[src/design/quaternion_w_completion_q30_assert.svh]
// Assertion macros shared by the quaternion w completion design.
// Depends on nothing; included by modules that check their own logic.
`ifndef QUATERNION_W_COMPLETION_Q30_ASSERT_SVH
`define QUATERNION_W_COMPLETION_Q30_ASSERT_SVH

// The consequent must hold in the same cycle as the antecedent.
`define QWC_ASSERT_IMPL(label, clk, rst, ante, cons) \
  label: assert property (@(posedge clk) disable iff (rst) (ante) |-> (cons)) \
    else $error("assertion failed");

// The consequent must hold in the cycle after the antecedent.
`define QWC_ASSERT_NEXT(label, clk, rst, ante, cons) \
  label: assert property (@(posedge clk) disable iff (rst) (ante) |=> (cons)) \
    else $error("assertion failed");

`endif

[src/design/qwc_pkg.sv]
// Types shared by the quaternion w completion pipeline.
// Used by the square root cells, the divider cells and the top level.
`default_nettype none
package qwc_pkg;

  localparam int SqrtCells = 32;

  typedef struct packed {
    logic              vld;
    logic              clamp;
    logic [2:0]        neg;
    logic [2:0][31:0]  raw;
    logic [2:0][31:0]  mag;
  } qwc_tag_t;

  typedef struct packed {
    qwc_tag_t     tag;
    logic [63:0]  rad;
    logic [34:0]  rem;
    logic [31:0]  root;
  } qwc_sq_t;

  typedef struct packed {
    qwc_tag_t          tag;
    logic [31:0]       root;
    logic [2:0][63:0]  rem;
    logic [2:0][31:0]  quo;
  } qwc_dv_t;

endpackage
`default_nettype wire

[src/design/qwc_div_cell.sv]
// One cell of the divider chain: one quotient bit for each of three lanes.
// Depends on qwc_pkg for the cell payload type.
`default_nettype none
module qwc_div_cell
  import qwc_pkg::*;
#(
  parameter int SH = 30
) (
  input  wire logic    clk,
  input  wire logic    rst,
  input  wire logic    ce,
  input  wire qwc_dv_t din,
  output qwc_dv_t      dout
);

  logic [63:0] dvs;
  logic [2:0]  ge;
  qwc_dv_t     dout_next;

  always_comb begin
    dvs       = {32'd0, din.root} << SH;
    dout_next = din;
    for (int l = 0; l < 3; l++) begin
      ge[l] = (din.rem[l] >= dvs);
      dout_next.rem[l] = ge[l] ? (din.rem[l] - dvs) : din.rem[l];
      dout_next.quo[l] = {din.quo[l][30:0], ge[l]};
    end
  end

  always_ff @(posedge clk) begin
    if (rst) begin
      dout.tag.vld <= 1'b0;
    end else if (ce) begin
      dout <= dout_next;
    end
  end

endmodule
`default_nettype wire

[config.mk]
export PLATFORM = sky130hd
export DESIGN_NAME = qwc_div_cell
export DESIGN_NICKNAME = d
export VERILOG_FILES = /design/src/design/quaternion_w_completion_q30_assert.svh /design/src/design/qwc_pkg.sv /design/src/design/qwc_div_cell.sv
export SDC_FILE = /design/constraint.sdc
export NUM_CORES = 1
export LEC_CHECK = 0
export BUFFER_PORTS_ARGS = -buffer_cell sky130_fd_sc_hd__buf_2
export CAP_MARGIN = 10
export CORE_AREA = 4 4 401 403
export CTS_BUF_LIST = sky130_fd_sc_hd__clkbuf_8
export CTS_CLUSTER_DIAMETER = 100
export CTS_CLUSTER_SIZE = 8
export DETAILED_ROUTE_END_ITERATION = 8
export DIE_AREA = 0 0 405 407
export GPL_TIMING_DRIVEN = 0
export SLEW_MARGIN = 0
export SYNTH_ARGS = -nofsm -noshare
export SYNTH_HDL_FRONTEND = slang
export SYNTH_SLANG_ARGS = --single-unit
[constraint.sdc]
create_clock -name clk -period 32.5 [get_ports clk]
set_input_delay 1.625 -clock clk [delete_from_list [all_inputs] [get_ports clk]]
set_output_delay 1.625 -clock clk [all_outputs]
set_load 0.005 [all_outputs]
==> out/summary.txt <==
Worst Setup EP - dout[281]
Start of the worst register-to-register path - dout[516]
P_sw - 0.5065 mW
Hold_buf cts - 0
Post-synth top area share - 69.41%
Inserted Clock Buffers - 79
First-pass GRT wire length - 189,500 µm
Largest register FFs - 517
Reg power frac - 48.6%
Asr flop ratio synth - 0%
1st-iter DRT viols - 1,853
Largest regs - dout (517)
Yosys top cell by area - edfxtp_1
Core Footprint - 0.1575 mm²
CTS tree - built
Sink Count - 517
Post-synth EDFFs - 516
Layout cells sized above 1 - 44.40%
R2R cell count - 2
Via count - 19,280
Most common cell after layout, fill and taps aside - buf_2
Root Driver - clkbuf_8
Synth cell types - 77
Post_cts resized - 0
Clock insertion delay at the later pin of the skew report - 760 ps
VDD IR max - 0.00004433 V
Cells after synthesis - 1,568
RSZ-0062 raised after global routing - false
Die Height - 407 µm
Port-buffer cells - 1,033
Final setup vio count - 0
Worst-Margin Slew - 805.4 ps
Biggest register - dout
Final cell utilization of the core - 20.29%
Drc violations - 0
Post CTS Setup Buffer Count - 0
Fmax achieved - 197.5 MHz
Crit. Startpoint - din[295]
Maximum root-to-sink buffer count - 3
Fin nets - 3,321
Initial antenna violation count - 147
Row cnt - 146
Synth area leaders - edfxtp_1 69%, ha_1 5.4%, a21oi_1 3.4%
Dominant synthesized flop cell - edfxtp_1
Crit path DAT - 5510 ps
Sequential area share after synthesis - 69.50%
Hpwl dp - 133,800 µm
Reg2reg end - dout[516]
Final hold viol count - 0
Synthesized area per cell - 14.24 µm²
Post-Syn Nets - 2,187
Static Leak - 12.89 nW
Largest net degree at the start of global routing - 37
Slew headroom - 45.85%
Max-slew violation count - 0
Total GRT Usage - 17.83%
Max-cap viol count - 0
Setup Total Neg Slack - 0 ps
Worst setup SP type - input port
DRT antenna net count - 0
Comb power frac - 18.8%
Clock Skews - 0 ps
Ports - 1,037
Critical Path RT - 32,950 ps
Final wirelength - 154,400 µm
Worst Setup End Kind - flip-flop
R2R Setup Slk - 31,900 ps
Worst-path fanout max - 10
Avg Vias per Cell - 3.989
DRT Pass-1 Iters - 6
Die width - 405 µm
Most frequent cells in the layout - 1,042 x buf_2, 516 x edfxtp_1, 152 x a21oi_1
Clock slew at reported path FFs - 70 ps
RePlAce Congestion - 1.033
Vias in the first global route - 18,300
Layout area overhead - 43.13%
Outcome - complete, no violations
Internal power - 1.165 mW
Final period util - 15.58%
CTS H-tree lvls - 3
Clock share of power - 32.6%
Crit Path Category - in2reg
Total die area - 0.1648 mm²
Starting Density - 14.18%
Fill count - 17,290
Routed length per instance - 31.95 µm
Sw frac - 30.29%
Mapped cell area - 0.02232 mm²
Gr ovfl total - 0
PwrDens - 52.33 mW/mm²
Total of warnings raised by yosys - 0
Post-layout minimum cycle time - 5064 ps
Yosys reg bits - 517
Hold WC Path Type - reg2reg
-- stage by stage --
step           power (mW)  setup WS, ps  cells  hold WS [ps]  area (µm²)
6_report            1.672         27440   4834         506.4       31950
5_1_grt             1.757         27270   4809         571.2       31890
4_1_cts             1.711         27300   4797         510.7       31860
3_5_place_dp        1.143         26330   4693         494.0       30520
3_3_place_gp        1.175         -6240   4673         485.4       30090
2_1_floorplan      0.9776          6626   1568         485.0       22320
-- worst min-delay path by stage --
stage	from	endpoint	slack [ps]	depth (start not counted)
after floorplan	dout[516]	dout[516]	480	2
after global placement	dout[516]	dout[516]	490	2
after detailed placement	dout[516]	dout[516]	490	2
after CTS	dout[516]	dout[516]	510	2
after global routing	dout[516]	dout[516]	570	2
final	dout[516]	dout[516]	510	2
-- power groups by stage --
stage / registers (mW) / logic, mW / clock network (mW)
6_report: 0.812 / 0.315 / 0.545
5_1_grt: 0.815 / 0.341 / 0.600
4_1_cts: 0.812 / 0.320 / 0.578
3_5_place_dp: 0.825 / 0.318 / 0
3_3_place_gp: 0.864 / 0.312 / 0
2_1_floorplan: 0.855 / 0.123 / 0
-- area by class of cell --
cell class	count	area, µm²	share of cell area (%)
sequential	517	15510	48.56
multi-input combinational	952	6390	20.00
timing repair buffer	1053	5588	17.49
tap	2072	2592	8.113
clock buffer	80	1101	3.446
clock inverter	24	241.5	0.7557
inverter	59	221.5	0.6931
buffer	40	211.5	0.6618
antenna	37	92.59	0.2898
-- per-layer routing --
layer  global-route usage, %  share of wire, %
met5                       0              0.41
met4                   4.818               2.7
met3                   11.79                15
met2                   27.71                44
met1                   20.01                38
-- cells in the mapped netlist (15+ instances only) --
| cell type | n |
|---|---|
| a21o_1 | 46 |
| a21oi_1 | 152 |
| clkbuf_1 | 20 |
| edfxtp_1 | 516 |
| ha_1 | 96 |
| inv_1 | 58 |
| mux2_2 | 19 |
| nand2_1 | 100 |
| nand3_1 | 21 |
| nand4_1 | 21 |
| nor2_1 | 113 |
| nor2b_1 | 16 |
| nor3_1 | 20 |
| nor4_1 | 22 |
| o21ai_0 | 78 |
| o21bai_1 | 15 |
| xnor2_1 | 48 |
| xor2_1 | 41 |
-- worst max-delay path, stage by stage --
cell and delay [ps]:
buf_2 100, inv_1 460, ha_1 430, a21oi_1 460, o211ai_1 270, nand2_1 140, nand2_1 60, a21oi_1 290
o21bai_1 180, a31oi_4 460, clkbuf_1 650, o21ai_0 340
-- kinds of logic (layout without fill, tap and decap cells) --
kind of cell,after synthesis,in the layout,synth area share [%]
AO/OA/AOI/OAI,378,378,10.53
XOR/XNOR,89,89,3.492
adder cells (fa/ha/maj),99,99,5.650
buffers and inverters,99,1256,1.939
flip-flops,517,517,69.50
multiplexers,20,20,1.003
other,0,37,0
AND/OR/NAND/NOR,366,366,7.886
(Power assumes the default switching activity.)
