File: config.mk
export PLATFORM = sky130hd
export DESIGN_NAME = qwc_sqrt_cell
export DESIGN_NICKNAME = d
export VERILOG_FILES = /design/src/design/quaternion_w_completion_q30_assert.svh /design/src/design/qwc_pkg.sv /design/src/design/qwc_sqrt_cell.sv
export SDC_FILE = /design/constraint.sdc
export NUM_CORES = 1
export LEC_CHECK = 0
export ABC_CLOCK_PERIOD_IN_PS = 17500
export BUFFER_PORTS_ARGS = -buffer_cell sky130_fd_sc_hd__buf_2
export CORE_AREA = 2 2 253 255
export CTS_CLUSTER_SIZE = 8
export DETAILED_ROUTE_END_ITERATION = 12
export DIE_AREA = 0 0 255 257
export HOLD_SLACK_MARGIN = 0.02
export MAX_ROUTING_LAYER = met4
export PLACE_DENSITY = 0.48
export SETUP_SLACK_MARGIN = 0.05
export SYNTH_ARGS = -nofsm -noshare
export SYNTH_HDL_FRONTEND = slang
export SYNTH_SLANG_ARGS = --single-unit
File: constraint.sdc
create_clock -name clk -period 17.5 [get_ports clk]
set_input_delay 3.5 -clock clk [delete_from_list [all_inputs] [get_ports clk]]
set_output_delay 3.5 -clock clk [all_outputs]
set_load 0.02 [all_outputs]
File: src/design/quaternion_w_completion_q30_assert.svh
// Assertion macros shared by the quaternion w completion design.
// Depends on nothing; included by modules that check their own logic.
`ifndef QUATERNION_W_COMPLETION_Q30_ASSERT_SVH
`define QUATERNION_W_COMPLETION_Q30_ASSERT_SVH

// The consequent must hold in the same cycle as the antecedent.
`define QWC_ASSERT_IMPL(label, clk, rst, ante, cons) \
  label: assert property (@(posedge clk) disable iff (rst) (ante) |-> (cons)) \
    else $error("assertion failed");

// The consequent must hold in the cycle after the antecedent.
`define QWC_ASSERT_NEXT(label, clk, rst, ante, cons) \
  label: assert property (@(posedge clk) disable iff (rst) (ante) |=> (cons)) \
    else $error("assertion failed");

`endif

File: src/design/qwc_pkg.sv
// Types shared by the quaternion w completion pipeline.
// Used by the square root cells, the divider cells and the top level.
`default_nettype none
package qwc_pkg;

  localparam int SqrtCells = 32;

  typedef struct packed {
    logic              vld;
    logic              clamp;
    logic [2:0]        neg;
    logic [2:0][31:0]  raw;
    logic [2:0][31:0]  mag;
  } qwc_tag_t;

  typedef struct packed {
    qwc_tag_t     tag;
    logic [63:0]  rad;
    logic [34:0]  rem;
    logic [31:0]  root;
  } qwc_sq_t;

  typedef struct packed {
    qwc_tag_t          tag;
    logic [31:0]       root;
    logic [2:0][63:0]  rem;
    logic [2:0][31:0]  quo;
  } qwc_dv_t;

endpackage
`default_nettype wire

File: src/design/qwc_sqrt_cell.sv
// One cell of the square root chain: settles one root bit per cycle while ce is high.
// Depends on qwc_pkg for the cell payload type.
`default_nettype none
module qwc_sqrt_cell
  import qwc_pkg::*;
(
  input  wire logic    clk,
  input  wire logic    rst,
  input  wire logic    ce,
  input  wire qwc_sq_t din,
  output qwc_sq_t      dout
);

  logic [34:0] rem2;
  logic [34:0] trial;
  logic        ge;
  qwc_sq_t     dout_next;

  always_comb begin
    rem2  = {din.rem[32:0], din.rad[63:62]};
    trial = {1'b0, din.root, 2'b01};
    ge    = (rem2 >= trial);
    dout_next      = din;
    dout_next.rad  = {din.rad[61:0], 2'b00};
    dout_next.rem  = ge ? (rem2 - trial) : rem2;
    dout_next.root = {din.root[30:0], ge};
  end

  always_ff @(posedge clk) begin
    if (rst) begin
      dout.tag.vld <= 1'b0;
    end else if (ce) begin
      dout <= dout_next;
    end
  end

endmodule
`default_nettype wire

==> summary.txt, run 1 <==
Run
  • Max cap viols: 0

STA
  • Slew of the pin with the lowest slew margin: 1150 ps
  • TNS Setup: 0 ps
  • Fin. Hold Viols: 0
  • Max_slew headroom: 0.234
  • Slew Viols, Final: 0
  • Final min period: 6620 ps
  • Max Clk Rate: 151 MHz
  • Final period util: 0.378
  • Endpoints failing setup: 0
  • RSZ-0062 raised after global routing: no
  • Clk_skew: 0 ps

Floorplanning
  • Total core area: 62,700 um2
  • Die ar.: 65,500 um2
  • DIE HEIGHT: 257 um
  • Die Wd: 255 um
  • Starting Density: 0.195
  • Io pins: 659
  • FP Rows: 92

Global route
  • Global route overflow: 0
  • Vias in the first global route: 9,158
  • Initial antenna violation count: 24
  • Largest net degree at the start of global routing: 175
  • Tot GR Track Use: 0.145
  • First-pass GRT wire length: 65.6 mm

Logic synthesis
  • Adder-Cell Fraction of Synth Area: 0.0347
  • Synthesized instance count: 699
  • Synth Area in Compound Gates: 0.0660
  • Number of synthesized flops with an enable pin: 325
  • Main synth FF type: edfxtp_1
  • Post-synthesis simple-gate area fraction: 0.0436
  • Largest family of logic cells by synthesized area: compound AO/OA/AOI/OAI gates
  • Avg Cell Area, Syn: 17.5 um2
  • Post-synthesis xor/xnor area fraction: 0.0222
  • Async S/R FF share, synth: 0
  • Register area share after synthesis: 0.798
  • Synth warn: 0
  • Synth unique cells: 61
  • Mapped Area: 12,300 um2
  • Post-synthesis register bit count: 326
  • Mux cell area share after synthesis: 0.0137

Clock tree
  • Cts bufs inserted: 48
  • Clock Sinks: 326
  • CTS max path bufs: 3
  • Skew-Pair Late Insertion Delay: 570 ps
  • Clk pin slew, worst setup/hold paths: 50 ps
  • # hold bufs at CTS: 0
  • Post-CTS sizing: 0
  • Root Driver: clkbuf_16
  • # H-tree levels: 2
  • Setup Buffers After CTS: 0
  • CTS tree: done

Placed design
  • IO Port Bufs: 654
  • Placed instance area: 16,600 um2
  • Post-detail-place hpwl: 39.0 mm
  • Gpl congestion: 0.887

Final layout
  • Fillers: 6,472
  • Max FFs per register: 326
  • Design Area, Final: 17,900 um2
  • Layout cell share with drive strength beyond 1: 0.519
  • Largest registers: dout (326)
  • Biggest register: dout
  • Layout area overhead: 46.5%
  • Final nets: 1,760

Status
  • Run status: finished clean

Route
  • Antenna viol nets, final: 0
  • Starting DRT DRC Count: 711
  • Final wirelength: 48.7 mm
  • Via density per instance: 3.92
  • Via count: 8,927
  • DRT Pass-1 Iters: 5
  • Avg WL per Cell: 21.4 um
  • Residual DRC: 0

Power and ir drop
  • Leak: 7.46 nW
  • P per Cell Area: 116 nW/um2
  • Max rail drop VDD: 60.2 uV

Worst setup path
  • Critical path class: in2reg
  • Worst Setup Start Kind: input pin
  • Setup crit end kind: flop
  • Crit path required time: 17,810 ps
  • Critical path data arrival time: 6930 ps
  • Crit Path Max Fanout: 46

Min path
  • Worst Hold Class: reg2reg
kinds of logic (layout without fill, tap and decap cells):
group | Yosys count | after routing
DFF | 326 | 326
AOI/OAI and AO/OA | 121 | 121
and+or+nand+nor | 112 | 112
buffers and inverters | 59 | 776
adders and majority gates | 34 | 34
xor gates and xnor gates | 31 | 31
muxes | 15 | 15
other | 1 | 16
metal layers:
metal | vias to the layer above | GRT usage | share of wire
met2 | 429 | 0.244 | 0.49
met4 | 0 | 0.0582 | 0.042
met1 | 4318 | 0.148 | 0.36
li1 | 4086 | - | -
met5 | - | - | 0
met3 | 94 | 0.0611 | 0.10
final timing paths:
check	startpoint	end	slack, ps	cells after the start
worst max-delay path	din[22]	dout[66]	10880	12
worst max register to register	dout[327]	dout[327]	16900	2
worst min register to register	dout[327]	dout[327]	520	2
worst min-delay path	dout[327]	dout[327]	520	2
through the flow:
step | instances | hold WS [ps] | setup WS (ps) | power, W | util
floorplan | 700 | 579 | 5110 | 0.00113 | -
global placement | 2191 | 481 | 10290 | 0.00126 | 0.264
detailed placement | 2191 | 535 | 10310 | 0.00126 | 0.264
CTS | 2263 | 550 | 10950 | 0.00213 | 0.286
global route | 2275 | 570 | 10750 | 0.00218 | 0.286
finish | 2277 | 525 | 10880 | 0.00209 | 0.286
area by class of cell:
type                       instances  area (um2)  area share
clock buffer                      63        1270      0.0706
timing repair buffer             658        3320       0.185
antenna                           14        35.0     0.00195
sequential                       326        9780       0.545
clock inverter                     9        91.3     0.00509
multi-input combinational        315        2230       0.124
inverter                          46         173     0.00962
tap                              846        1060      0.0590
cells in the final DEF, fill, tap and decap left out, types with 5 or more instances in the layout:
cell / n
mux2_2: 6
xor2_1: 10
o211ai_1: 5
inv_1: 46
clkbuf_16: 48
edfxtp_1: 325
ha_1: 34
nor2_1: 46
diode_2: 14
xnor2_1: 21
buf_2: 654
a21oi_1: 46
nand4_1: 9
clkbuf_1: 14
a21o_1: 8
and3_1: 5
nand2_1: 20
nor3_1: 10
o21ai_0: 20
power by group:
part / internal [W] / switching (W)
Sequential: 0.000928 / 0.0000133
Combinational: 0.000103 / 0.000195
Clock: 0.000503 / 0.000344
Yosys cell counts, types with 5 or more instances:
master | n | area, um2
ha_1 | 34 | 425
a21oi_1 | 46 | 230
nor2_1 | 46 | 173
o211ai_1 | 5 | 37.5
buf_4 | 5 | 37.5
nand2_1 | 20 | 75.1
xor2_1 | 10 | 87.6
nor2b_1 | 5 | 31.3
nor3_1 | 10 | 50.1
o21ai_0 | 20 | 100
xnor2_1 | 21 | 184
nand4_1 | 9 | 56.3
a21o_1 | 8 | 60.1
inv_1 | 46 | 173
mux2_2 | 6 | 67.6
edfxtp_1 | 325 | 9760
and3_1 | 5 | 31.3
worst max-delay path, cell delays in order:
cell	delay [ps]
buf_2	90
inv_1	40
ha_1	460
nand4_1	230
nand2b_1	220
or3_1	350
a211oi_2	500
o31ai_2	170
o21ai_4	340
buf_4	520
o211ai_1	280
xnor2_1	210
Power figures use the tool's default switching activity.
==> run 2, diff against run 1 <==
Settings changed: ABC_AREA from default to 1, ABC_CLOCK_PERIOD_IN_PS 17500 to 5380, CORE_AREA 2 2 253 255 to 2 2 260 262, DIE_AREA 0 0 255 257 to 0 0 262 264, PLACE_DENSITY 0.48 to 0.47.
Clock period 17.5 ns to 5.38 ns, I/O delays scaled along.
==> run 2 against run 1 <==
  * Cell count up 15%
  * Die area up 5.5%
  * Largest cell class unchanged
  * Register-to-register slack got worse by 12000 ps
  * First-iteration DRC count increased by 22%
  * Non-clock buffer count stayed put
  * Cell area rose by 4.3%
  * Clock power grew to 3.3 times the previous value
  * Sequential power rose to 3.3 times the previous value
==> summary.txt, run 2 <==
Placed design
  • Placed instance area: 17,300 um2 (+4.5%)
  • IO Port Bufs: 654 (unchanged)
  • Post-detail-place hpwl: 48.1 mm (+23%)
  • Pre-CTS WS: 1590 ps (-8710 ps)
  • Gpl congestion: 0.923 (+4.1%)

Route
  • Final wirelength: 58.8 mm (+21%)
  • Residual DRC: 0 (unchanged)
  • Via count: 10,100 (+13%)
  • DRT Pass-1 Iters: 5 (unchanged)
  • Via density per instance: 3.86 (-1.4%)
  • Antenna viol nets, final: 0 (unchanged)
  • Starting DRT DRC Count: 866 (+22%)
  • Avg WL per Cell: 22.5 um (+5.0%)

Logic synthesis
  • Async S/R FF share, synth: 0 (unchanged)
  • Yosys top cell by area: edfxtp_1
  • Number of synthesized flops with an enable pin: 325 (unchanged)
  • Avg Cell Area, Syn: 13.0 um2 (-26%)
  • Mapped Area: 12,900 um2 (+5.6%)
  • Synthesized instance count: 992 (+42%)
  • Area fraction of the dominant cell type after synthesis: 0.755 (-0.0420)
  • Synth warn: 0 (unchanged)
  • Post-synthesis register bit count: 326 (unchanged)
  • Area contributors post-synth: edfxtp_1, nand2_1, inv_1
  • Most frequent cell after synthesis: edfxtp_1
  • Main synth FF type: edfxtp_1
  • Synth unique cells: 30 (-51%)
  • Register area share after synthesis: 0.756 (-0.0421)
  • Post-synth top cells: edfxtp_1, nand2_1, inv_1, nor2_1, ha_1

Floorplanning
  • Io pins: 659 (unchanged)
  • Die Wd: 262 um (+2.7%)
  • Die ar.: 69,200 um2 (+5.5%)
  • Starting Density: 0.194 (-0.000989)
  • Total core area: 66,600 um2 (+6.1%)
  • FP Rows: 95 (+3.3%)
  • DIE HEIGHT: 264 um (+2.7%)

Clock tree
  • # hold bufs at CTS: 0 (unchanged)
  • # H-tree levels: 2 (unchanged)
  • Clk pin slew, worst setup/hold paths: 50 ps (about the same)
  • Skew-Pair Late Insertion Delay: 560 ps (about the same)
  • Cts bufs inserted: 48 (unchanged)
  • Root Driver: clkbuf_16
  • Clock Sinks: 326 (unchanged)
  • Post-CTS sizing: 0 (unchanged)
  • CTS max path bufs: 3 (unchanged)
  • CTS tree: done
  • Setup Buffers After CTS: 0 (unchanged)

Global route
  • Global route overflow: 0 (unchanged)
  • Initial antenna violation count: 38 (+58%)
  • First-pass GRT wire length: 78.3 mm (+19%)
  • Vias in the first global route: 10,300 (+12%)
  • Tot GR Track Use: 0.167 (+0.0219)
  • Largest net degree at the start of global routing: 149 (-15%)

STA
  • Final period util: 0.579
  • Max_slew headroom: 0.379 (+0.145)
  • Final min period: 3120 ps
  • Fin. Hold Viols: 0 (unchanged)
  • Final worst slack: 2260 ps (-8620 ps)
  • RSZ-0062 raised after global routing: no
  • Max Clk Rate: 321 MHz
  • Slew of the pin with the lowest slew margin: 931 ps (-217 ps)
  • Slew Viols, Final: 0 (unchanged)
  • Clk_skew: 0 ps (unchanged)
  • Endpoints failing setup: 0 (unchanged)
  • Final hold slack: 456 ps (-68.5 ps)

Final layout
  • Largest registers: dout (326)
  • Fillers: 7,090 (+9.5%)
  • Most frequent cells in the layout: buf_2, edfxtp_1, nand2_1
  • Commonest non-fill, non-tap cell in the layout: buf_2
  • Design Area, Final: 18,700 um2 (+4.3%)
  • Layout cell share with drive strength beyond 1: 0.427 (-0.0919)
  • Final nets: 2,058 (+17%)
  • Max FFs per register: 326 (unchanged)
  • Biggest register: dout
  • Layout area overhead: 44.8%

Power and ir drop
  • Leak: 8.40 nW (+13%)
  • Max rail drop VDD: 187 uV (+210%)
  • P per Cell Area: 368 nW/um2 (+220%)
  • Total Power: 0.00688 W (+230%)

Min path
  • Hold Path Sink: dout[327]
  • Hold_sp: dout[327]
  • Hold path cells: 2 (unchanged)
  • Worst Hold Class: reg2reg

Worst setup path
  • Setup crit end kind: flop
  • Crit Path Max Fanout: 37 (-20%)
  • Reg2Reg Depth: 2 (unchanged)
  • CP Buf/Inv Count: 4 (+1)
  • R2R setup slack: 4830 ps (-12,070 ps)
  • Crit path cell chain: buf_2, inv_1, ha_1, nand2_1, inv_1, nand2_1, nor3_1, nand3b_1, nor2_1, nor2_2, nand2_4, inv_4, nand2_1, nand2_1
  • Worst path slowest cell: nand2_4
  • Critical path class: in2reg
  • Reg2reg start: dout[327]
  • CP peak stage delay: 390 ps (-130 ps)
  • Most used cell, CP: nand2_1
  • Crit path required time: 5700 ps (-12,110 ps)
  • Worst Setup Start Kind: input pin
  • Reg-to-reg endpoint: dout[327]
  • Critical path data arrival time: 3430 ps (-3500 ps)
  • Top delay family on crit path: simple AND/OR/NAND/NOR gates

Status
  • Run status: finished clean

Run
  • Max cap viols: 0 (unchanged)
==> run 2: cell count changes after synthesis, moves of 9 or more <==
cell	change
a21oi_1	-20
inv_1	+78
nand2_1	+288
nand3_1	+31
nand3b_1	+9
nor2_1	+13
o21ai_0	-14
xnor2_1	-19
==> run 2: kinds of logic after synthesis <==
kind of cell | synth area share
buf+inv | 0.0440
compound gates | 0.0176
simple gates | 0.137
fa+ha+maj | 0.0329
flops | 0.756
xor+xnor | 0.0122
other cells | 0.000290
==> run 2: worst max path at each step <==
stage                  from        to  slack (ps)  cells past startpoint
floorplan                ce   dout[0]        -930                      2
global placement    din[13]  dout[52]        1580                     12
detailed placement  din[13]  dout[52]        1590                     12
CTS                  din[7]  dout[52]        2220                     14
global route         din[7]  dout[52]        2000                     14
finish               din[7]  dout[52]        2260                     14
==> run 2: worst register-to-register path, cell delays in order, from the launching register on <==
cell     delay (ps)
dfxtp_1         320
nand2_1          50
a21oi_1         110
==> run 2: area by class of cell <==
type                            count  area, um2  share of cell area
Sequential cell                   326       9780               0.522
Clock inverter                      7       62.6             0.00334
Multi-Input combinational cell    528       2600               0.139
Clock buffer                       65       1290              0.0687
Tap cell                          873       1090              0.0583
Timing Repair Buffer              658       3330               0.178
Inverter                          131        507              0.0271
Antenna cell                       29       72.6             0.00388
==> run 2: per-stage QoR <==
step                cells  setup TNS, ps   util
finish               2617              0  0.281
CTS                  2588              0  0.280
global placement     2516              0  0.260
global route         2612              0  0.281
detailed placement   2516              0  0.260
floorplan             993        -301390      -
==> run 2: power breakdown <==
group          internal (W)  switching (W)
registers           0.00301      0.0000473
logic              0.000319       0.000706
clock network       0.00165        0.00115
total               0.00498        0.00190
==> run 2: routing by layer <==
metal	global-route usage	vias up	wire length (um)	share of wire
li1	-	4793	-	-
met1	0.168	4783	21500	0.37
met2	0.291	448	29900	0.51
met3	0.0705	88	5580	0.095
met4	0.0515	0	1790	0.030
met5	-	-	0	0
==> run 3, diff against run 2 <==
Settings changed: ABC_CLOCK_PERIOD_IN_PS 5380 to 3100, PLACE_DENSITY 0.47 to 0.46.
Clock period 5.38 ns to 3.1 ns, I/O delays scaled along.
==> run 3 against run 2 <==
  * Register-to-register slack worse by 2300 ps
  * Sequential share of layout area is 0.10 points lower
  * Die area stayed put
  * Hold slack worse by 250 ps
  * Largest cell class unchanged
  * Largest power group unchanged
==> summary.txt, run 3 (synthesis results as in run 2) <==
Status
  • Run status: finished clean

Worst setup path
  • Crit Path Max Fanout: 34 (-8.1%)
  • Critical path data arrival time: 2660 ps (-770 ps)
  • Most used cell, CP: nand2_1
  • Setup crit end kind: flop
  • Reg2Reg Depth: 2 (unchanged)
  • Worst path slowest cell: ha_1
  • R2R setup slack: 2550 ps (-2280 ps)
  • Crit path required time: 3530 ps (-2170 ps)
  • Critical path class: in2reg
  • Crit path cell chain: buf_2, inv_1, ha_1, a21oi_1, inv_1, a21oi_1, o21ai_1, nand2_1, nand2_1, nor2_2, nand2_4, inv_4, nand2_1, nand2_1
  • Worst Setup Start Kind: input pin
  • Reg2reg start: dout[327]
  • CP peak stage delay: 380 ps (about the same)
  • Reg-to-reg endpoint: dout[327]

Placed design
  • Gpl congestion: 0.937 (+1.5%)
  • Placed instance area: 17,400 um2 (+0.39%)
  • Post-detail-place hpwl: 49.1 mm (+2.1%)
  • IO Port Bufs: 654 (unchanged)

Final layout
  • Design Area, Final: 18,800 um2 (+0.19%)
  • Core Util, Final: 0.282 (+0.000545)
  • Most frequent cells in the layout: buf_2, edfxtp_1, nand2_1
  • Biggest register: dout
  • Max FFs per register: 326 (unchanged)
  • Layout area overhead: 45.1%
  • Final nets: 2,062 (+0.19%)
  • Largest registers: dout (326)
  • Commonest non-fill, non-tap cell in the layout: buf_2
  • Fillers: 7,096 (+0.085%)
  • Layout cell share with drive strength beyond 1: 0.428 (+0.00158)

Clock tree
  • # hold bufs at CTS: 0 (unchanged)
  • Skew-Pair Late Insertion Delay: 570 ps (about the same)
  • Cts bufs inserted: 48 (unchanged)
  • Setup Buffers After CTS: 0 (unchanged)
  • Root Driver: clkbuf_16
  • Clk pin slew, worst setup/hold paths: 60 ps (about the same)
  • Clock Sinks: 326 (unchanged)
  • CTS max path bufs: 3 (unchanged)
  • Post-CTS sizing: 0 (unchanged)
  • CTS tree: done
  • # H-tree levels: 2 (unchanged)

Floorplanning
  • Starting Density: 0.194 (unchanged)
  • Total core area: 66,600 um2 (unchanged)
  • Die ar.: 69,200 um2 (unchanged)
  • Die Wd: 262 um (unchanged)
  • DIE HEIGHT: 264 um (unchanged)
  • Io pins: 659 (unchanged)
  • FP Rows: 95 (unchanged)

Global route
  • Initial antenna violation count: 29 (-24%)
  • Vias in the first global route: 10,500 (+1.7%)
  • Tot GR Track Use: 0.169 (+0.00264)
  • Largest net degree at the start of global routing: 101 (-32%)
  • First-pass GRT wire length: 79.3 mm (+1.2%)
  • Global route overflow: 0 (unchanged)

STA
  • Max Clk Rate: 447 MHz
  • Final min period: 2240 ps
  • Endpoints failing setup: 0 (unchanged)
  • Max_slew headroom: 0.601 (+0.222)
  • RSZ-0062 raised after global routing: no
  • Final period util: 0.721
  • Slew Viols, Final: 0 (unchanged)
  • Slew of the pin with the lowest slew margin: 598 ps (-333 ps)
  • Final hold slack: 208 ps (-249 ps)
  • Fin. Hold Viols: 0 (unchanged)
  • Clk_skew: 0 ps (unchanged)

Route
  • Antenna viol nets, final: 0 (unchanged)
  • DRT Pass-1 Iters: 5 (unchanged)
  • Via count: 10,300 (+2.0%)
  • Residual DRC: 0 (unchanged)
  • Via density per instance: 3.96 (+2.4%)
  • Starting DRT DRC Count: 704 (-19%)
  • Final wirelength: 59.5 mm (+1.3%)
  • Avg WL per Cell: 22.8 um (+1.6%)

Min path
  • Hold Path Sink: dout[90]
  • Hold path cells: 1 (-1)
  • Hold_sp: din[88]
  • Worst Hold Class: in2reg

Power and ir drop
  • Total Power: 0.0119 W (+73%)
  • Clock Power Share: 0.404 (-0.002)
  • Flop pwr share: 0.446 (about the same)
  • P per Cell Area: 635 nW/um2 (+73%)
  • Leak: 8.44 nW (+0.37%)
  • Pint: 0.00865 W (+74%)
  • NetSw: 0.00327 W (+72%)
  • Gate power share: 0.151 (+0.002)
  • Max rail drop VDD: 339 uV (+81%)
  • Switching Fraction: 0.274 (-0.00197)

Run
  • Max cap viols: 0 (unchanged)
==> run 3: changes by cell type in the layout (fill, tap and decap cells not counted) <==
cell      change
buf_12        +3
buf_4         +1
clkbuf_1      -2
clkinv_1      +1
diode_2      -11
==> run 3: metal layers <==
layer	vias up	track usage	wire (um)
li1	4782	-	-
met1	4955	0.166	20400
met2	483	0.299	30600
met3	99	0.0709	6550
met4	0	0.0574	2010
met5	-	-	0
==> run 3: power by group through the flow <==
| stage | sequential, W | clock, W | combinational [W] |
|---|---|---|---|
| finish | 0.00531 | 0.00481 | 0.00179 |
| global route | 0.00534 | 0.00518 | 0.00195 |
| CTS | 0.00532 | 0.00500 | 0.00183 |
| detailed placement | 0.00539 | 0 | 0.00183 |
| global placement | 0.00539 | 0 | 0.00182 |
| floorplan | 0.00583 | 0 | 0.000546 |
==> run 3: how the worst max path moves through the flow <==
stage	endpoint	startpoint	cells after the start	slack [ps]
2_1_floorplan	dout[0]	ce	2	-2750
3_3_place_gp	dout[61]	din[24]	14	300
3_5_place_dp	dout[52]	din[24]	14	290
4_1_cts	dout[52]	din[24]	14	890
5_1_grt	dout[60]	din[6]	14	650
6_report	dout[58]	din[24]	14	860
==> run 3: area by class of cell <==
class                           count  area [um2]  share of cell area
Inverter                          131         507              0.0270
Multi-Input combinational cell    528        2600               0.138
Clock buffer                       63        1280              0.0682
Clock inverter                      8        66.3             0.00353
Tap cell                          873        1090              0.0582
Sequential cell                   326        9780               0.521
Timing Repair Buffer              662        3400               0.181
Antenna cell                       18        45.0             0.00240
==> run 3: stage by stage <==
step | instances | worst slack (ps) | TNS, ps
after floorplan | 993 | -2750 | -894190
after global placement | 2520 | 299 | 0
after detailed placement | 2520 | 293 | 0
after CTS | 2591 | 894 | 0
after global routing | 2607 | 651 | 0
final | 2609 | 865 | 0
==> run 3: critical path, delay by kind of cell <==
family | cells | cell delay (ps)
fa+ha+maj | 1 | 380
buf+inv | 4 | 540
simple gates | 6 | 510
compound gates | 3 | 580
